==> src/button_click_hold_double_detector_core_assert.svh <==
// Assertion macros of the button qualifier top level
`ifndef BUTTON_CLICK_HOLD_DOUBLE_DETECTOR_CORE_ASSERT_SVH
`define BUTTON_CLICK_HOLD_DOUBLE_DETECTOR_CORE_ASSERT_SVH
`ifndef NO_ASSERTIONS
// checked on every clock edge outside reset
`define BCD_ASSERT(lbl, prop, msg) \
	lbl: assert property (@(posedge clk) disable iff (!arst_n) prop) \
	else $error(msg);
// checked on every clock edge, reset included
`define BCD_ASSERT_ALWAYS(lbl, prop, msg) \
	lbl: assert property (@(posedge clk) prop) else $error(msg);
`else
`define BCD_ASSERT(lbl, prop, msg)
`define BCD_ASSERT_ALWAYS(lbl, prop, msg)
`endif
`endif

==> src/bcd_pkg.sv <==
// Types and constants of the button qualifier
package bcd_pkg;

	// transfer kinds
	localparam logic KIND_EDGE = 1'b0;
	localparam logic KIND_TICK = 1'b1;

	// configuration register indexes
	typedef enum logic [1:0] {
		REG_DEBOUNCE       = 2'd0,
		REG_HOLD           = 2'd1,
		REG_DOUBLE_WAIT    = 2'd2,
		REG_DOUBLE_CONFIRM = 2'd3
	} reg_idx_t;

	// button roles
	typedef enum logic [1:0] {
		BTN_SOURCE = 2'd0,
		BTN_EQ     = 2'd1,
		BTN_AGC    = 2'd2,
		BTN_MODE   = 2'd3
	} button_t;

	// audio source codes
	localparam logic [1:0] SRC_USB = 2'd0;
	localparam logic [1:0] SRC_AUX = 2'd1;
	localparam logic [1:0] SRC_BT  = 2'd2;

	localparam int CFG_DATA_W = 10;
	localparam int CNT_W      = 10;

	// register reset values
	localparam logic [7:0] DEBOUNCE_RST       = 8'd50;
	localparam logic [8:0] HOLD_RST           = 9'd120;
	localparam logic [9:0] DOUBLE_WAIT_RST    = 10'd450;
	localparam logic [9:0] DOUBLE_CONFIRM_RST = 10'd500;

	typedef struct packed {
		logic [7:0] debounce_ticks;
		logic [8:0] hold_ticks;
		logic [9:0] double_wait_end;
		logic [9:0] double_confirm_end;
	} cfg_t;

	typedef struct packed {
		logic       kind;
		logic [1:0] button;
		logic [3:0] levels;
	} item_t;

	typedef struct packed {
		logic [1:0] audio_source;
		logic       source_changed;
		logic       eq_enabled;
		logic       agc_enabled;
		logic       agc_run;
		logic       next_mode;
		logic       next_theme;
		logic       busy_res;
	} result_t;

endpackage

==> src/bcd_cfg.sv <==
// Configuration register file of the button qualifier
module bcd_cfg (
	input  logic                         clk,
	input  logic                         arst_n,
	input  logic                         cfg_we,
	input  logic [1:0]                   cfg_index,
	input  logic [bcd_pkg::CFG_DATA_W-1:0] cfg_data,
	output bcd_pkg::cfg_t                cfg
);
	import bcd_pkg::*;

	cfg_t cfg_q;

	// register writes, decoded by index
	always_ff @(posedge clk or negedge arst_n) begin
		if (!arst_n) begin
			cfg_q.debounce_ticks     <= DEBOUNCE_RST;
			cfg_q.hold_ticks         <= HOLD_RST;
			cfg_q.double_wait_end    <= DOUBLE_WAIT_RST;
			cfg_q.double_confirm_end <= DOUBLE_CONFIRM_RST;
		end else if (cfg_we) begin
			case (reg_idx_t'(cfg_index))
				REG_DEBOUNCE:       cfg_q.debounce_ticks     <= cfg_data[7:0];
				REG_HOLD:           cfg_q.hold_ticks         <= cfg_data[8:0];
				REG_DOUBLE_WAIT:    cfg_q.double_wait_end    <= cfg_data[9:0];
				REG_DOUBLE_CONFIRM: cfg_q.double_confirm_end <= cfg_data[9:0];
				default: ;
			endcase
		end
	end

	assign cfg = cfg_q;

endmodule

==> src/bcd_fsm.sv <==
// Qualifier state and its per-transfer update
module bcd_fsm (
	input  logic             clk,
	input  logic             arst_n,
	input  logic             en,
	input  bcd_pkg::item_t   item,
	input  bcd_pkg::cfg_t    cfg,
	output bcd_pkg::result_t res
);
	import bcd_pkg::*;

	logic             busy_q, n_busy;
	logic [1:0]       btn_q, n_btn;
	logic [CNT_W-1:0] cnt_q, n_cnt;
	logic [1:0]       src_q, n_src;
	logic             eq_q, n_eq;
	logic             agc_dis_q, n_agc_dis;
	logic             agc_act_q, n_agc_act;
	logic             chg, mode_p, theme_p;

	logic             pressed;
	logic [CNT_W-1:0] d, h, w, c, h1, d1, cnt_inc;

	// thresholds widened to the counter
	assign d       = {2'b00, cfg.debounce_ticks};
	assign h       = {1'b0, cfg.hold_ticks};
	assign w       = cfg.double_wait_end;
	assign c       = cfg.double_confirm_end;
	assign h1      = h + 10'd1;
	assign d1      = d + 10'd1;
	assign cnt_inc = cnt_q + 10'd1;
	assign pressed = item.levels[btn_q];

	// next state for one transfer
	always_comb begin
		n_busy    = busy_q;
		n_btn     = btn_q;
		n_cnt     = cnt_q;
		n_src     = src_q;
		n_eq      = eq_q;
		n_agc_dis = agc_dis_q;
		n_agc_act = agc_act_q;
		chg       = 1'b0;
		mode_p    = 1'b0;
		theme_p   = 1'b0;
		if (item.kind == KIND_EDGE) begin
			// latch the button only when idle
			if (!busy_q) begin
				n_busy = 1'b1;
				n_btn  = item.button;
				n_cnt  = '0;
			end
		end else if (busy_q) begin
			case (button_t'(btn_q))
				BTN_AGC: begin
					if (cnt_q < d) begin
						if (pressed) begin
							n_cnt = cnt_inc;
						end else begin
							n_agc_act = 1'b0;
							n_busy    = 1'b0;
							n_btn     = '0;
							n_cnt     = '0;
						end
					end else if (cnt_q < h) begin
						if (pressed) begin
							n_cnt = cnt_inc;
							if (cnt_inc >= h && !agc_dis_q)
								n_agc_act = 1'b1;
						end else begin
							n_agc_act = 1'b0;
							n_cnt     = h1;
						end
					end else if (cnt_q == h) begin
						if (pressed) begin
							n_agc_act = !agc_dis_q;
						end else begin
							n_agc_act = 1'b0;
							n_cnt     = h1;
						end
					end else if (cnt_q < w) begin
						if (pressed) begin
							n_cnt = w;
						end else begin
							n_cnt = cnt_inc;
							if (cnt_inc >= w) begin
								n_agc_act = 1'b0;
								n_busy    = 1'b0;
								n_btn     = '0;
								n_cnt     = '0;
							end
						end
					end else if (cnt_q < c) begin
						if (pressed) begin
							n_cnt = cnt_inc;
							// second press held long enough: double click
							if (cnt_inc >= c) begin
								n_agc_dis = !agc_dis_q;
								n_agc_act = 1'b0;
								n_busy    = 1'b0;
								n_btn     = '0;
								n_cnt     = '0;
							end
						end else begin
							n_cnt = h1;
						end
					end
				end
				BTN_MODE: begin
					if (cnt_q < d) begin
						if (pressed) begin
							n_cnt = cnt_inc;
						end else begin
							n_busy = 1'b0;
							n_btn  = '0;
							n_cnt  = '0;
						end
					end else if (cnt_q == d) begin
						if (!pressed)
							n_cnt = d1;
					end else if (cnt_q < w) begin
						if (pressed) begin
							n_cnt = w;
						end else begin
							n_cnt = cnt_inc;
							// no second press in time: single click
							if (cnt_inc >= w) begin
								mode_p = 1'b1;
								n_busy = 1'b0;
								n_btn  = '0;
								n_cnt  = '0;
							end
						end
					end else if (cnt_q < c) begin
						if (pressed) begin
							n_cnt = cnt_inc;
							if (cnt_inc >= c) begin
								theme_p = 1'b1;
								n_busy  = 1'b0;
								n_btn   = '0;
								n_cnt   = '0;
							end
						end else begin
							n_cnt = d1;
						end
					end
				end
				default: begin
					// source and EQ buttons: plain debounce
					if (pressed) begin
						n_cnt = cnt_inc;
						if (cnt_inc >= d) begin
							if (button_t'(btn_q) == BTN_SOURCE) begin
								case (src_q)
									SRC_USB: n_src = SRC_AUX;
									SRC_AUX: n_src = SRC_BT;
									default: n_src = SRC_USB;
								endcase
								chg = 1'b1;
							end else begin
								n_eq = !eq_q;
							end
							n_busy = 1'b0;
							n_btn  = '0;
							n_cnt  = '0;
						end
					end else begin
						n_busy = 1'b0;
						n_btn  = '0;
						n_cnt  = '0;
					end
				end
			endcase
		end
	end

	// state registers
	always_ff @(posedge clk or negedge arst_n) begin
		if (!arst_n) begin
			busy_q    <= 1'b0;
			btn_q     <= '0;
			cnt_q     <= '0;
			src_q     <= SRC_USB;
			eq_q      <= 1'b0;
			agc_dis_q <= 1'b1;
			agc_act_q <= 1'b0;
		end else if (en) begin
			busy_q    <= n_busy;
			btn_q     <= n_btn;
			cnt_q     <= n_cnt;
			src_q     <= n_src;
			eq_q      <= n_eq;
			agc_dis_q <= n_agc_dis;
			agc_act_q <= n_agc_act;
		end
	end

	// result shows the state after the transfer
	always_comb begin
		res.audio_source   = n_src;
		res.source_changed = chg;
		res.eq_enabled     = n_eq;
		res.agc_enabled    = !n_agc_dis;
		res.agc_run        = n_agc_act;
		res.next_mode      = mode_p;
		res.next_theme     = theme_p;
		res.busy_res       = n_busy;
	end

endmodule

==> src/button_click_hold_double_detector_core.sv <==
// Top level of the four-button click, hold and double-click qualifier
//
// Takes one event (press edge or debounce tick) per clock when the input side does not stall, and
// returns one result per event. Each event passes the input register, then the state update that
// loads the result register. The qualifier state is updated combinationally from the input register,
// so back-to-back events sustain one transfer per cycle; the input side stalls only while the result
// register is full and out_stall is high.
`include "button_click_hold_double_detector_core_assert.svh"

module button_click_hold_double_detector_core (
	input  logic       clk,
	input  logic       arst_n,
	// configuration
	input  logic       cfg_we,
	input  logic [1:0] cfg_index,
	input  logic [9:0] cfg_data,
	// event input
	input  logic       in_valid,
	output logic       in_stall,
	input  logic       kind,
	input  logic [1:0] button,
	input  logic [3:0] levels,
	// result output
	output logic       out_valid,
	input  logic       out_stall,
	output logic [1:0] audio_source,
	output logic       source_changed,
	output logic       eq_enabled,
	output logic       agc_enabled,
	output logic       agc_run,
	output logic       next_mode,
	output logic       next_theme,
	output logic       busy_res
);
	import bcd_pkg::*;

	cfg_t    cfg;
	item_t   item_s1;
	logic    valid_s1;
	result_t res_comb;
	result_t res_s2;
	logic    valid_s2;
	logic    in_xfer;
	logic    advance;

	// handshake
	assign advance  = valid_s1 && (!valid_s2 || !out_stall);
	assign in_stall = valid_s1 && !advance;
	assign in_xfer  = in_valid && !in_stall;

	bcd_cfg u_cfg (
		.clk      (clk),
		.arst_n   (arst_n),
		.cfg_we   (cfg_we),
		.cfg_index(cfg_index),
		.cfg_data (cfg_data),
		.cfg      (cfg)
	);

	// input register
	always_ff @(posedge clk or negedge arst_n) begin
		if (!arst_n) begin
			valid_s1 <= 1'b0;
		end else if (in_xfer) begin
			valid_s1 <= 1'b1;
		end else if (advance) begin
			valid_s1 <= 1'b0;
		end
	end

	always_ff @(posedge clk) begin
		if (in_xfer) begin
			item_s1.kind   <= kind;
			item_s1.button <= button;
			item_s1.levels <= levels;
		end
	end

	bcd_fsm u_fsm (
		.clk   (clk),
		.arst_n(arst_n),
		.en    (advance),
		.item  (item_s1),
		.cfg   (cfg),
		.res   (res_comb)
	);

	// result register
	always_ff @(posedge clk or negedge arst_n) begin
		if (!arst_n) begin
			valid_s2 <= 1'b0;
		end else if (advance) begin
			valid_s2 <= 1'b1;
		end else if (!out_stall) begin
			valid_s2 <= 1'b0;
		end
	end

	always_ff @(posedge clk) begin
		if (advance)
			res_s2 <= res_comb;
	end

	assign out_valid      = valid_s2;
	assign audio_source   = res_s2.audio_source;
	assign source_changed = res_s2.source_changed;
	assign eq_enabled     = res_s2.eq_enabled;
	assign agc_enabled    = res_s2.agc_enabled;
	assign agc_run        = res_s2.agc_run;
	assign next_mode      = res_s2.next_mode;
	assign next_theme     = res_s2.next_theme;
	assign busy_res       = res_s2.busy_res;

	// checks
	`BCD_ASSERT(a_one_pulse, (out_valid |-> $onehot0({source_changed, next_mode, next_theme})), "more than one pulse in a result")
	`BCD_ASSERT(a_pulse_idle, (out_valid && (source_changed || next_mode || next_theme) |-> !busy_res), "pulse while still busy")
	`BCD_ASSERT(a_run_enabled, (out_valid && agc_run |-> agc_enabled), "agc_run while AGC disabled")
	`BCD_ASSERT_ALWAYS(a_stall_full, (in_stall |-> valid_s2 && out_stall), "input stalled with room in the result register")

endmodule

==> config.mk <==
export PLATFORM = sky130hd
export DESIGN_NAME = button_click_hold_double_detector_core
export DESIGN_NICKNAME = d
export VERILOG_FILES = /design/src/bcd_pkg.sv /design/src/bcd_cfg.sv /design/src/bcd_fsm.sv /design/src/button_click_hold_double_detector_core.sv
export VERILOG_INCLUDE_DIRS = /design/src /design/src/src
export SDC_FILE = /design/constraint.sdc
export NUM_CORES = 1
export LEC_CHECK = 0
export ABC_CLOCK_PERIOD_IN_PS = 6700
export BUFFER_PORTS_ARGS = -buffer_cell sky130_fd_sc_hd__buf_2
export CORE_ASPECT_RATIO = 1.75
export CORE_MARGIN = 4
export CORE_UTILIZATION = 50
export DETAILED_ROUTE_END_ITERATION = 10
export HOLD_SLACK_MARGIN = 0.1
export PLACE_DENSITY = 0.71
export SYNTH_ARGS = -nofsm -noshare
export SYNTH_HDL_FRONTEND = slang
export SYNTH_SLANG_ARGS = --single-unit
==> constraint.sdc <==
create_clock -name clk -period 6.7 [get_ports clk]
set_clock_uncertainty 0.15 [all_clocks]
set_input_delay 0.67 -clock clk [delete_from_list [all_inputs] [get_ports clk]]
set_output_delay 0.67 -clock clk [all_outputs]
set_load 0.03 [all_outputs]
# --- Word-level counts from Yosys, hierarchy flattened ---
# Cells that the tools add are included.
op_classes:
  order_cmp: 9
  reduce_logical: 26
  n_addsub: 3
  n_bitwise: 7
  mux: 107
  eq_ne: 19
ops:
  columns: ["op", "n"]
  rows:
  - ["$mux W10", 23]
  - ["$mux W1", 56]
  - ["$mux W2", 23]
  - ["$ge A10 B10 Y1", 2]
  - ["$lt A10 B10 Y1", 2]
  - ["$pmux W10 S2", 1]
  - ["$reduce_and A7 Y1", 2]
  - ["$ne A4 B4 Y1 const B", 3]
  - ["$ne A6 B6 Y1 const B", 2]
  - ["$add A10 B1 Y10 const B", 1]
  - ["$add A9 B1 Y10 const B", 1]
  - ["$eq A10 B8 Y1", 1]
  - ["$eq A10 B9 Y1", 1]
  - ["$ge A10 B8 Y1", 1]
  - ["$ge A10 B9 Y1", 1]
  - ["$lt A10 B8 Y1", 1]
  - ["$lt A10 B9 Y1", 1]
  - ["$ne A5 B5 Y1 const B", 2]
  - ["$add A8 B1 Y9 const B", 1]
  - ["$eq A2 B2 Y1 const B", 4]
  - ["$pmux W2 S2", 2]
  - ["$reduce_and A2 Y1", 4]
  - ["$reduce_or A8 Y1", 1]
  - ["$logic_not A1 Y1", 7]
  - ["other kinds (15)", 28]
totals:
  ff_bits: 73
  wordCells: 195
  output_inout_bits: 11
  in_bits: 24

# --- Logic depth before layout (Yosys ltp) ---
# Gate-level depths: netlist of the first run.
depth:
  ltp_word: 13
  mapped_depth: 14
  mapped_depth_nobuf: 14

# --- Hierarchy ---
# A second synthesis of the first run with hierarchy kept.
unflattened:
  hier_cells: 697
  area_unflattened_um2: 6461.2
by_module_without_submodules:
  columns: ["mod", "area_per_inst_um2", "cells_each", "instances"]
  rows:
  - ["bcd_fsm", 4469.3, 594, 1]
  - ["bcd_cfg", 1418.9, 79, 1]
  - ["button_click_hold_double_detector_core", 573.0, 24, 1]

# --- Worst setup path before layout of the first run ---
# No wires, ideal clock.
synth_path:
  kind: "reg-to-reg"
  startpoint: "register u_fsm.cnt_q[0]"
  endpoint: "register res_s2 (netlist bit busy_res) (data pin)"
  t_arrival_ns: 3.200
  path_stages_with_launch: 13
  slack_ns: 3.083
  n_path_buf: 0
  path_cell_list: "dfrtp_1 > ha_1 > nand3_2 > xnor2_1 > inv_1 > ha_1 > o2111ai_1 > a211oi_1 > nor2_1 > or4_1 > a221o_1 > o2111ai_1 > nand2_1"
synth_rtl:
  columns: ["item", "line_no", "text"]
  rows:
  - ["from (decl)", "bcd_fsm.sv:14", "logic [CNT_W-1:0] cnt_q, n_cnt;"]
  - ["from (signal assigned)", "bcd_fsm.sv:190", "cnt_q <= n_cnt;"]
  - ["to (signal assigned)", "button_click_hold_double_detector_core.sv:101", "res_s2 <= res_comb;"]
  - ["to (decl)", "button_click_hold_double_detector_core.sv:41", "result_t res_s2;"]

==> results.md, run 1 <==
- Outcome: completed
- Placement Cell Area: 6810 um^2
- Worst slew pin tran: 1.43 ns
- Slew headroom: under 10%
- Met1 usage: 34.2%
- Synth Cell Area: 6480 um^2
- CP required: 6.62 ns
- Seq cells post-synth: between 70 and 80
- Met3 usage: 5.53%
- Internal: around 0.0015 W
- Sequential power share: 24.1%
- Effective utilization at floorplan: slightly above 50%
- Layer carrying the most global-route usage: met2
- Finished layout cell area: 7080 um^2
- DRT Pass-1 Iters: 6
- CP Launch Type: flip-flop
- # hold bufs at CTS: 0
- Core ar.: between 10000 and 15000 um^2
- Final Critical Period: 4.55 ns
- Register area share after synthesis: 29.8%
- GP Congestion: between 1 and 1.5
- Resize count post-CTS: 0
- FF-to-FF path depth: 13
- Post-Syn Instances: 714
- Reg clk slew, reported paths: approximately 0.060 ns
- DRC viols: 0
- Initial antenna violation count: 0
- Count of final setup violators: 0
- Via count: 6225
- Met2 Use GR: 57.5%
- Htree depth: 3
- Row count: 54
- Asr flop ratio synth: between 70% and 80%
- First-pass GRT wire length: 36.6 mm
- Number of global-route vias before repair: roughly 6400
- Crit. Startpoint: u_fsm.cnt_q[0]
- Synth-to-Final Area Change: 9.15%
- Final max-slew violation count: 0
- R2R Path Start: u_fsm.cnt_q[0]
- GRT overflow: 0
- Max Clk Rate: 220 MHz
- Postcts setup bufs: 0
- PwrDens: 438 nW/um^2
- Register area: 1930 um^2
- Number of flops mapped to enable cells by yosys: 16
- Setup TNS: 0 ns
- I/O pin cnt: 35
- ANT cells: 0
- Avg Inst Size Synth: 9.08 um^2
- Comb pwr share: 61.6%
- Final core utilization: 56.3%
- Hold Path Class: input pin to async pin
- Unique masters post-synth: 81
- Synth Warn #: 0
- Syn_nets: between 800 and 900
- Final period utilization: 67.9%
- FF-to-FF setup slack: 2.15 ns
- Arr. time, crit path: about 4.5 ns
- DR iter-0 viols: roughly 560
- Dpl hpwl: between 15 and 20 mm
- Chip Width: around 94 um
- MaxCap Viol Count: 0
- Die area: between 10000 and 15000 um^2
- Via/cell ratio: 6.83
- WL/cell: ~26 um
- CP max FO: 19
- Crit path to: busy_res
- Cts bufs inserted: 9
- Switching Share: 52.2%
- Die height: 159 um
- Critical path capture point type: flip-flop
- Layout cell share with drive strength beyond 1: 19.1%
- RSZ-0062 raised after global routing: false
- Largest net degree at the start of global routing: 58
- Clock Latency Late Sink: 0.35 ns
- Clk sink count: 73
- Final net count: 841
- Pleak: between 3 and 4 nW
- DRT antenna net count: 0
- Longest Clk Path Bufs: 2
- CTS tree: yes
- Worst flop-to-flop path endpoint: busy_res
- Top_reg_cell synth: dfrtp_1
- Clock root buffer: clkbuf_16
- Clock Power Share: 14.3%
- Wirelength, routed: about 24 mm
- Fin. Hold Viols: 0
- Fill cell count: 1158
- Peak VDD IR: about 0.00019 V
- Total power: 0.00310 W
- I/O Buffers: 34
- Sw Pwr: ~0.0016 W
- Gr usage total: 33.0%
- Multi-input gate area: 4230 um^2
- Crit path kind: flip-flop to flip-flop
-- kinds of logic after synthesis --
| group | after synthesis | share of synthesized area [%] |
|---|---|---|
| XOR/XNOR | 25 | 3.38 |
| flip-flops | 73 | 29.8 |
| multiplexers | 41 | 7.24 |
| AND/OR/NAND/NOR | 207 | 15.9 |
| buffers and inverters | 83 | 5.25 |
| AO/OA/AOI/OAI | 207 | 23.4 |
| adder cells (fa/ha/maj) | 78 | 15.1 |
-- cells in the mapped netlist (5+ instances only) --
cell,count,share of area (%)
a211oi_1,13,1.5
a21oi_1,32,2.5
a221oi_1,5,0.68
a31oi_1,8,0.77
and2_1,7,0.68
and3_1,6,0.58
buf_2,8,0.62
clkbuf_1,17,0.98
dfrtp_1,39,15
dfstp_2,18,7.3
edfxtp_1,16,7.4
ha_1,78,15
inv_1,53,3.1
mux2_2,37,6.4
nand2_1,68,3.9
nand2b_1,6,0.58
nand3_1,24,1.9
nand3b_1,5,0.58
nand4_1,7,0.68
nor2_1,42,2.4
nor2b_1,5,0.48
nor3_1,15,1.2
o2111ai_1,5,0.68
o211ai_1,10,1.2
o21ai_0,54,4.2
o221ai_1,8,1.1
o31ai_1,10,1.2
o41ai_2,5,1.3
xnor2_1,21,2.8
-- per-stage QoR --
stage | hold slack (ns) | cells | setup slack, ns
after floorplan | 0.224 | 714 | 3.08
after global placement | 0.327 | 896 | 2.30
after detailed placement | 0.329 | 896 | 2.26
after CTS | 0.338 | 912 | 2.24
after global routing | 0.351 | 912 | 2.04
final | 0.336 | 912 | 2.15
-- how the worst min path moves through the flow --
stage	endpoint	cells past startpoint
final	u_fsm.agc_act_q	2
after global routing	u_fsm.eq_q	1
after CTS	u_fsm.eq_q	1
after detailed placement	u_fsm.eq_q	1
after global placement	u_fsm.eq_q	1
after floorplan	out_valid	0
-- cell type report --
cell class | count | share of cell area (%)
clock buffers | 12 | 3.48
inverters | 53 | 2.81
repair buffers | 44 | 3.47
multi-input cells | 558 | 59.7
flip-flops and latches | 73 | 27.3
well taps | 168 | 2.97
clock inverters | 4 | 0.283
-- placed cells by master, fill, tap and decap left out, types with 8 or more instances in the layout --
cell type	n
buf_2	34
o31ai_1	10
buf_4	10
o221ai_1	8
a21oi_1	32
o211ai_1	10
mux2_2	37
dfstp_2	18
nor3_1	15
nand2_1	68
nand3_1	24
inv_1	53
a211oi_1	12
xnor2_1	21
edfxtp_1	16
nor2_1	42
o21ai_0	54
a31oi_1	8
ha_1	78
dfrtp_1	39
clkbuf_16	9
-- power by group through the flow --
stage	combinational [W]	sequential, W	clock, W
6_report	0.00191	0.000747	0.000443
4_1_cts	0.00185	0.000739	0.000445
3_3_place_gp	0.00181	0.000740	0
3_5_place_dp	0.00183	0.000746	0
5_1_grt	0.00205	0.000757	0.000467
2_1_floorplan	0.00129	0.000683	0
-- worst max-delay path, stage by stage, from the launching register on --
cell and delay [ns]:
dfrtp_1 0.62, ha_1 0.28, nand3_2 0.14, xnor2_1 0.34, inv_1 0.25, ha_1 0.37
o2111ai_1 0.17, a211oi_1 0.50, nor2_1 0.09, buf_4 0.24, o41ai_1 0.66, a41oi_1 0.21
o2111ai_1 0.18, nand2_1 0.08
-- routing by layer --
metal,wire length (um),part of all wire (%),up-vias
li1,-,-,2736
met1,8050,34,2971
met2,11700,49,383
met3,1630,6.9,135
met4,2390,10,0
met5,0,0,-
-- flip-flops by register name (all words and copies together) (netlist names), 2 cells and up --
name and count:
u_fsm.btn_q 2, u_cfg.cfg 37, u_fsm.src_q 2, item_s1 7, audio_source 2, u_fsm.cnt_q 10
No activity file was read; power rests on OpenSTA's default activity.
==> inputs of run 2 (changes only) <==
--- a/config.mk
+++ b/config.mk
@@ -6,14 +6,15 @@
 export SDC_FILE = /design/constraint.sdc
 export NUM_CORES = 1
 export LEC_CHECK = 0
-export ABC_CLOCK_PERIOD_IN_PS = 6700
+export ABC_AREA = 1
+export ABC_CLOCK_PERIOD_IN_PS = 3790
 export BUFFER_PORTS_ARGS = -buffer_cell sky130_fd_sc_hd__buf_2
 export CORE_ASPECT_RATIO = 1.75
 export CORE_MARGIN = 4
 export CORE_UTILIZATION = 50
 export DETAILED_ROUTE_END_ITERATION = 10
 export HOLD_SLACK_MARGIN = 0.1
-export PLACE_DENSITY = 0.71
+export PLACE_DENSITY = 0.74
 export SYNTH_ARGS = -nofsm -noshare
 export SYNTH_HDL_FRONTEND = slang
 export SYNTH_SLANG_ARGS = --single-unit
==> constraint.sdc (replaced) <==
create_clock -name clk -period 3.79 [get_ports clk]
set_clock_uncertainty 0.15 [all_clocks]
set_input_delay 0.379 -clock clk [delete_from_list [all_inputs] [get_ports clk]]
set_output_delay 0.379 -clock clk [all_outputs]
set_load 0.03 [all_outputs]
==> run 2 against run 1 <==
Clock-buffer cell count unchanged; critical endpoint is now audio_source[0]; highest routed layer unchanged; routed wire length down 5.3%; critical path depth up 6; largest cell class unchanged; global-route usage down 4.3 points; largest power group unchanged.
==> results.md, run 2 <==
- Post-Synth XOR/XNOR Area: 1.27%
- Avg Inst Size Synth: 6.64 um^2
- GRT overflow: 0
- Clk sink count: 73
- Unique masters post-synth: 44
- ANT cells: 0
- MaxCap Viol Count: 0
- Crit path kind: flip-flop to flip-flop
- DRT antenna net count: 0
- Via count: around 7000
- CP max FO: 6
- Arr. time, crit path: 3.51 ns
- Synth-to-Final Area Change: 11.7%
- Final max-slew violation count: 0
- DRT Pass-1 Iters: 6
- Max reg flops: 37
- Post-Syn Instances: 1040
- Slew headroom: 49.2%
- Synth Warn #: 0
- Die height: roughly 160 um
- First-pass GRT wire length: 35.5 mm
- Register area share after synthesis: 27.9%
- Pleak: 4.11 nW
- Multiplexer share of the synthesized area: 0%
- DR iter-0 viols: 483
- Setup TNS: 0 ns
- Gr usage total: 28.7%
- Postcts setup bufs: 0
- Effective utilization at floorplan: between 50% and 60%
- DRC viols: 0
- Synth top area cells: nand2_1 21%, dfrtp_1 14%, ha_1 14%
- CTS tree: yes
- Reg clk slew, reported paths: roughly 0.060 ns
- Hold Path Class: input pin to flip-flop
- FF-to-FF path depth: 19
- Most frequent cells in the layout: 386 x nand2_1, 132 x inv_1, 87 x nand3_1
- Number of global-route vias before repair: 6917
- Final net count: 1194
- WHS Path Cells: 3
- Synth top area share: between 20% and 30%
- Core ar.: 13500 um^2
- Max Clk Rate: 281 MHz
- Worst slew pin tran: ~0.76 ns
- Count leader, synth: nand2_1
- Outcome: completed
- Commonest cells post-synth: 386 x nand2_1, 132 x inv_1, 87 x nand3_1
- Final core utilization: a little under three fifths
- CP required: 3.75 ns
- Number of flops mapped to enable cells by yosys: 16
- Final Critical Period: 3.56 ns
- Final period utilization: 93.8%
- RSZ-0062 raised after global routing: false
- Longest Clk Path Bufs: 2
- Peak VDD IR: around 0.00036 V
- Syn_nets: ~1100
- I/O Buffers: 34
- Cts bufs inserted: 9
- Compound-Gate Fraction of Synth Area: 10.1%
- Count of final setup violators: 0
- Synth Cell Area: roughly 7000 um^2
- Seq cells post-synth: 73
- Clock Latency Late Sink: 0.35 ns
- Htree depth: 3
- Asr flop ratio synth: 78.1%
- Fin. Hold Viols: 0
- Fill cell count: ~1400
- Yosys top cell by area: nand2_1
- Wirelength, routed: 22.5 mm
- Top_reg_cell synth: dfrtp_1
- Main combinational cell family by area after synthesis: simple AND/OR/NAND/NOR gates
- Row count: 56
- Layout cell share with drive strength beyond 1: 12.0%
- PwrDens: between 800 and 900 nW/um^2
- Most common cell after layout, fill and taps aside: nand2_1
- Largest net degree at the start of global routing: 31
- Dpl hpwl: 17.6 mm
- WL/cell: 17.7 um
- Clock root buffer: clkbuf_16
- GP Congestion: 1.05
- Die area: ~16000 um^2
- Synth Area in Simple Gates: 36.3%
- I/O pin cnt: 35
- Via/cell ratio: 5.59
- Adder-cell share of the synthesized area: 14.1%
- CP Launch Type: flip-flop
- Chip Width: 96.8 um
- Critical path capture point type: flip-flop
- Initial antenna violation count: 0
[run 2: logic make-up after synthesis]
kind of cell	after synthesis
compound gates	130
xor+xnor	10
fa+ha+maj	78
buf+inv	169
flops	73
simple gates	580
[run 2: per-stage QoR]
step           worst slack [ns]  power, W  instances  hold slack [ns]  area, um^2
2_1_floorplan             0.901   0.00415       1040          -0.0666        6900
3_3_place_gp              0.163   0.00530       1247            0.315        7310
3_5_place_dp              0.239   0.00534       1247            0.320        7310
4_1_cts                   0.210   0.00625       1271            0.118        7700
5_1_grt                  0.0308   0.00686       1271            0.136        7710
6_report                  0.235   0.00638       1271            0.115        7710
[run 2: worst paths after layout]
| kind | start | to | slack, ns |
|---|---|---|---|
| setup / recovery | u_fsm.cnt_q[0] | audio_source[0] | 0.23 |
| hold / removal | in_valid | valid_s1 | 0.11 |
| setup reg to reg | u_fsm.cnt_q[0] | audio_source[0] | 0.23 |
| hold reg to reg | valid_s1 | out_valid | 0.33 |
| max in group asynchronous | arst_n | u_cfg.cfg[25] | 2.12 |
| min in group asynchronous | arst_n | u_fsm.cnt_q[3] | 0.48 |
[run 2: layout make-up]
class / count / area [um^2] / area share [%]
Tap cell: 174 / 218 / 2.82
Clock inverter: 4 / 32.5 / 0.422
Inverter: 142 / 536 / 6.95
Sequential cell: 73 / 1930 / 25.0
Timing Repair Buffer: 68 / 445 / 5.78
Clock buffer: 12 / 279 / 3.62
Multi-Input combinational cell: 798 / 4270 / 55.4
[run 2: metal layers]
layer	track usage, %	routed length, um
met1	29.5	7920
met2	52.1	11100
met3	4.32	1330
met4	21.3	2140
met5	0	0
[run 2: where the power goes]
| group | switching, W | total (W) | internal (W) |
|---|---|---|---|
| logic | 0.00296 | 0.00433 | 0.00137 |
| registers | 0.000185 | 0.00119 | 0.00100 |
| clock network | 0.000348 | 0.000874 | 0.000525 |
| total | 0.00349 | 0.00638 | 0.00289 |
[run 2: worst max-delay path, stage by stage (launching register included)]
cell     delay, ns
dfrtp_1       0.48
inv_1         0.10
nor2_2        0.27
xor2_1        0.29
inv_1         0.14
buf_4         0.18
ha_1          0.28
nand2_1       0.12
nor2_1        0.07
o21ai_0       0.07
nand3_1       0.10
nand2_1       0.10
nand3_1       0.11
nor2_4        0.23
nand2_2       0.09
nand2_1       0.13
inv_2         0.05
nand3_1       0.11
nand2_1       0.08
and2_1        0.15
[run 2: repair_timing]
action,in CTS,in global routing
endpoints found under the setup margin,0,3
endpoints found under the hold margin,32,0
hold buffers,8,0
resized for setup,0,1
==> inputs of run 3 (changes only) <==
--- a/config.mk
+++ b/config.mk
@@ -15,6 +15,7 @@
 export DETAILED_ROUTE_END_ITERATION = 10
 export HOLD_SLACK_MARGIN = 0.1
 export PLACE_DENSITY = 0.74
+export SETUP_SLACK_MARGIN = 0.3
 export SYNTH_ARGS = -nofsm -noshare
 export SYNTH_HDL_FRONTEND = slang
 export SYNTH_SLANG_ARGS = --single-unit
==> run 3 against run 2 <==
Non-clock buffer count increased by 4; die area unchanged; worst hold slack barely moved; flip-flop and latch count unchanged; critical endpoint unchanged.
==> results.md, run 3 (synthesis results as in run 2) <==
- GRT overflow: 0
- DRT Pass-1 Iters: 6
- Buf/Inv on CP: 3
- Longest Clk Path Bufs: 2
- RSZ-0062 raised after global routing: false
- Pleak: 4.13 nW
- CP required: roughly 3.8 ns
- Count of final setup violators: 0
- Total power: about 0.0064 W
- DRC viols: 0
- CP max FO: 6
- PwrDens: 831 nW/um^2
- Number of global-route vias before repair: 6931
- GP Congestion: 1.05
- Crit path kind: flip-flop to flip-flop
- Hold Path Class: input pin to flip-flop
- I/O Buffers: 34
- Via/cell ratio: 5.62
- Inst Count DP: ~1200
- Wirelength, routed: 22.5 mm
- Setup TNS: 0 ns
- Reg clk slew, reported paths: 0.06 ns
- CP max stage delay: 0.46 ns
- Final period utilization: between 80 and 90%
- Outcome: completed
- Die area: about 16000 um^2
- DRT antenna net count: 0
- Max reg flops: 37
- Clock root buffer: clkbuf_16
- FF-to-FF setup slack: 0.51 ns
- Core ar.: 13500 um^2
- Final net count: approximately 1200
- Layout cell share with drive strength beyond 1: 13.1%
- CTS tree: yes
- Most common cell after layout, fill and taps aside: nand2_1
- Initial antenna violation count: 0
- Most frequent cells in the layout: 383 x nand2_1, 131 x inv_1, 87 x nand3_1
- Placement Cell Area: 7310 um^2
- Finished layout cell area: approximately 7800 um^2
- Dpl hpwl: 17.6 mm
- Slew headroom: 48.9%
- Place WS: around 0.24 ns
- I/O pin cnt: 35
- CP Launch Type: flip-flop
- Fin worst setup slack: roughly 0.51 ns
- First-pass GRT wire length: 35.4 mm
- Cts bufs inserted: 9
- Die height: 163 um
- Largest net degree at the start of global routing: 31
- Critical path capture point type: flip-flop
- Htree depth: 3
- Critical Path Slowest Stage Cell: dfrtp_2
- ANT cells: 0
- MaxCap Viol Count: 0
- Worst slew pin tran: ~0.76 ns
- Fill cell count: 1352
- Via count: 7161
- Clk sink count: between 70 and 80
- Row count: 56
- Layout Cells excl Fill: 1275
- Peak VDD IR: 0.000361 V
- DR iter-0 viols: 487
- WL/cell: 17.7 um
- Max Clk Rate: 305 MHz
- Gr usage total: 28.7%
- Synth-to-Final Area Change: 12.5%
- Crit path top cell by count: nand2_1
- Clock Latency Late Sink: 0.35 ns
- Effective utilization at floorplan: 51.3%
- Final max-slew violation count: 0
- CP delay by family, top: simple AND/OR/NAND/NOR gates
- Final Critical Period: 3.28 ns
- Fin. Hold Viols: 0
- Chip Width: approximately 97 um
- Critical Path, Cell by Cell: ha_1, nand2_2, inv_1, nor2_1, buf_4, ha_1, nand2_1, nor2_1, o21ai_0, nand3_1, nand2_1, nand3_1, nor2_4, nand2_2, nand2_1, inv_2, nand3_1, nand2_1, and2_1
- Arr. time, crit path: around 3.2 ns
run 3: repair_timing:
action                     CTS  global route
setup endpoints to repair    5            23
hold endpoints to repair    32             0
resized for setup            1             9
hold buffers                 8             0
setup buffers                0             4
pin swaps                    0             3
run 3: final cells by class:
class / count / area, um^2 / share of cell area, %
Timing Repair Buffer: 72 / 475 / 6.13
Multi-Input combinational cell: 798 / 4290 / 55.3
Tap cell: 174 / 218 / 2.80
Inverter: 142 / 536 / 6.90
Sequential cell: 73 / 1930 / 24.9
Clock buffer: 12 / 279 / 3.59
Clock inverter: 4 / 32.5 / 0.419
run 3: final timing paths:
kind                                        end  depth (start not counted)            from
worst max-delay path            audio_source[0]                         19  u_fsm.cnt_q[0]
worst min-delay path                   valid_s1                          3        in_valid
worst max register to register  audio_source[0]                         19  u_fsm.cnt_q[0]
worst min register to register        out_valid                          2        valid_s1
max in group asynchronous         u_cfg.cfg[25]                          3          arst_n
min in group asynchronous             out_valid                          2          arst_n
run 3: worst min-delay path, cell delays in order:
cell and delay [ns]:
buf_2 0.08, nand2_1 0.06, nand2_1 0.06
run 3: power by group:
| part | switching, W | internal (W) |
|---|---|---|
| clock network | 0.000354 | 0.000525 |
| registers | 0.000184 | 0.00100 |
| logic | 0.00298 | 0.00141 |
| total | 0.00351 | 0.00293 |
run 3: metrics by stage:
stage | hold WS, ns | utilization, %
final | 0.114 | 57.7
after floorplan | -0.0666 | -
after global placement | 0.315 | 54.3
after global routing | 0.135 | 57.7
after CTS | 0.118 | 57.3
after detailed placement | 0.320 | 54.3
run 3: per-layer routing:
metal | up-vias | wire, um | track usage, % | share of wire [%]
met5 | - | 0 | 0 | 0
met4 | 0 | 2040 | 21.0 | 9.0
met3 | 140 | 1410 | 4.44 | 6.3
met2 | 352 | 11300 | 52.4 | 50
met1 | 3215 | 7830 | 29.3 | 35
li1 | 3454 | - | - | -
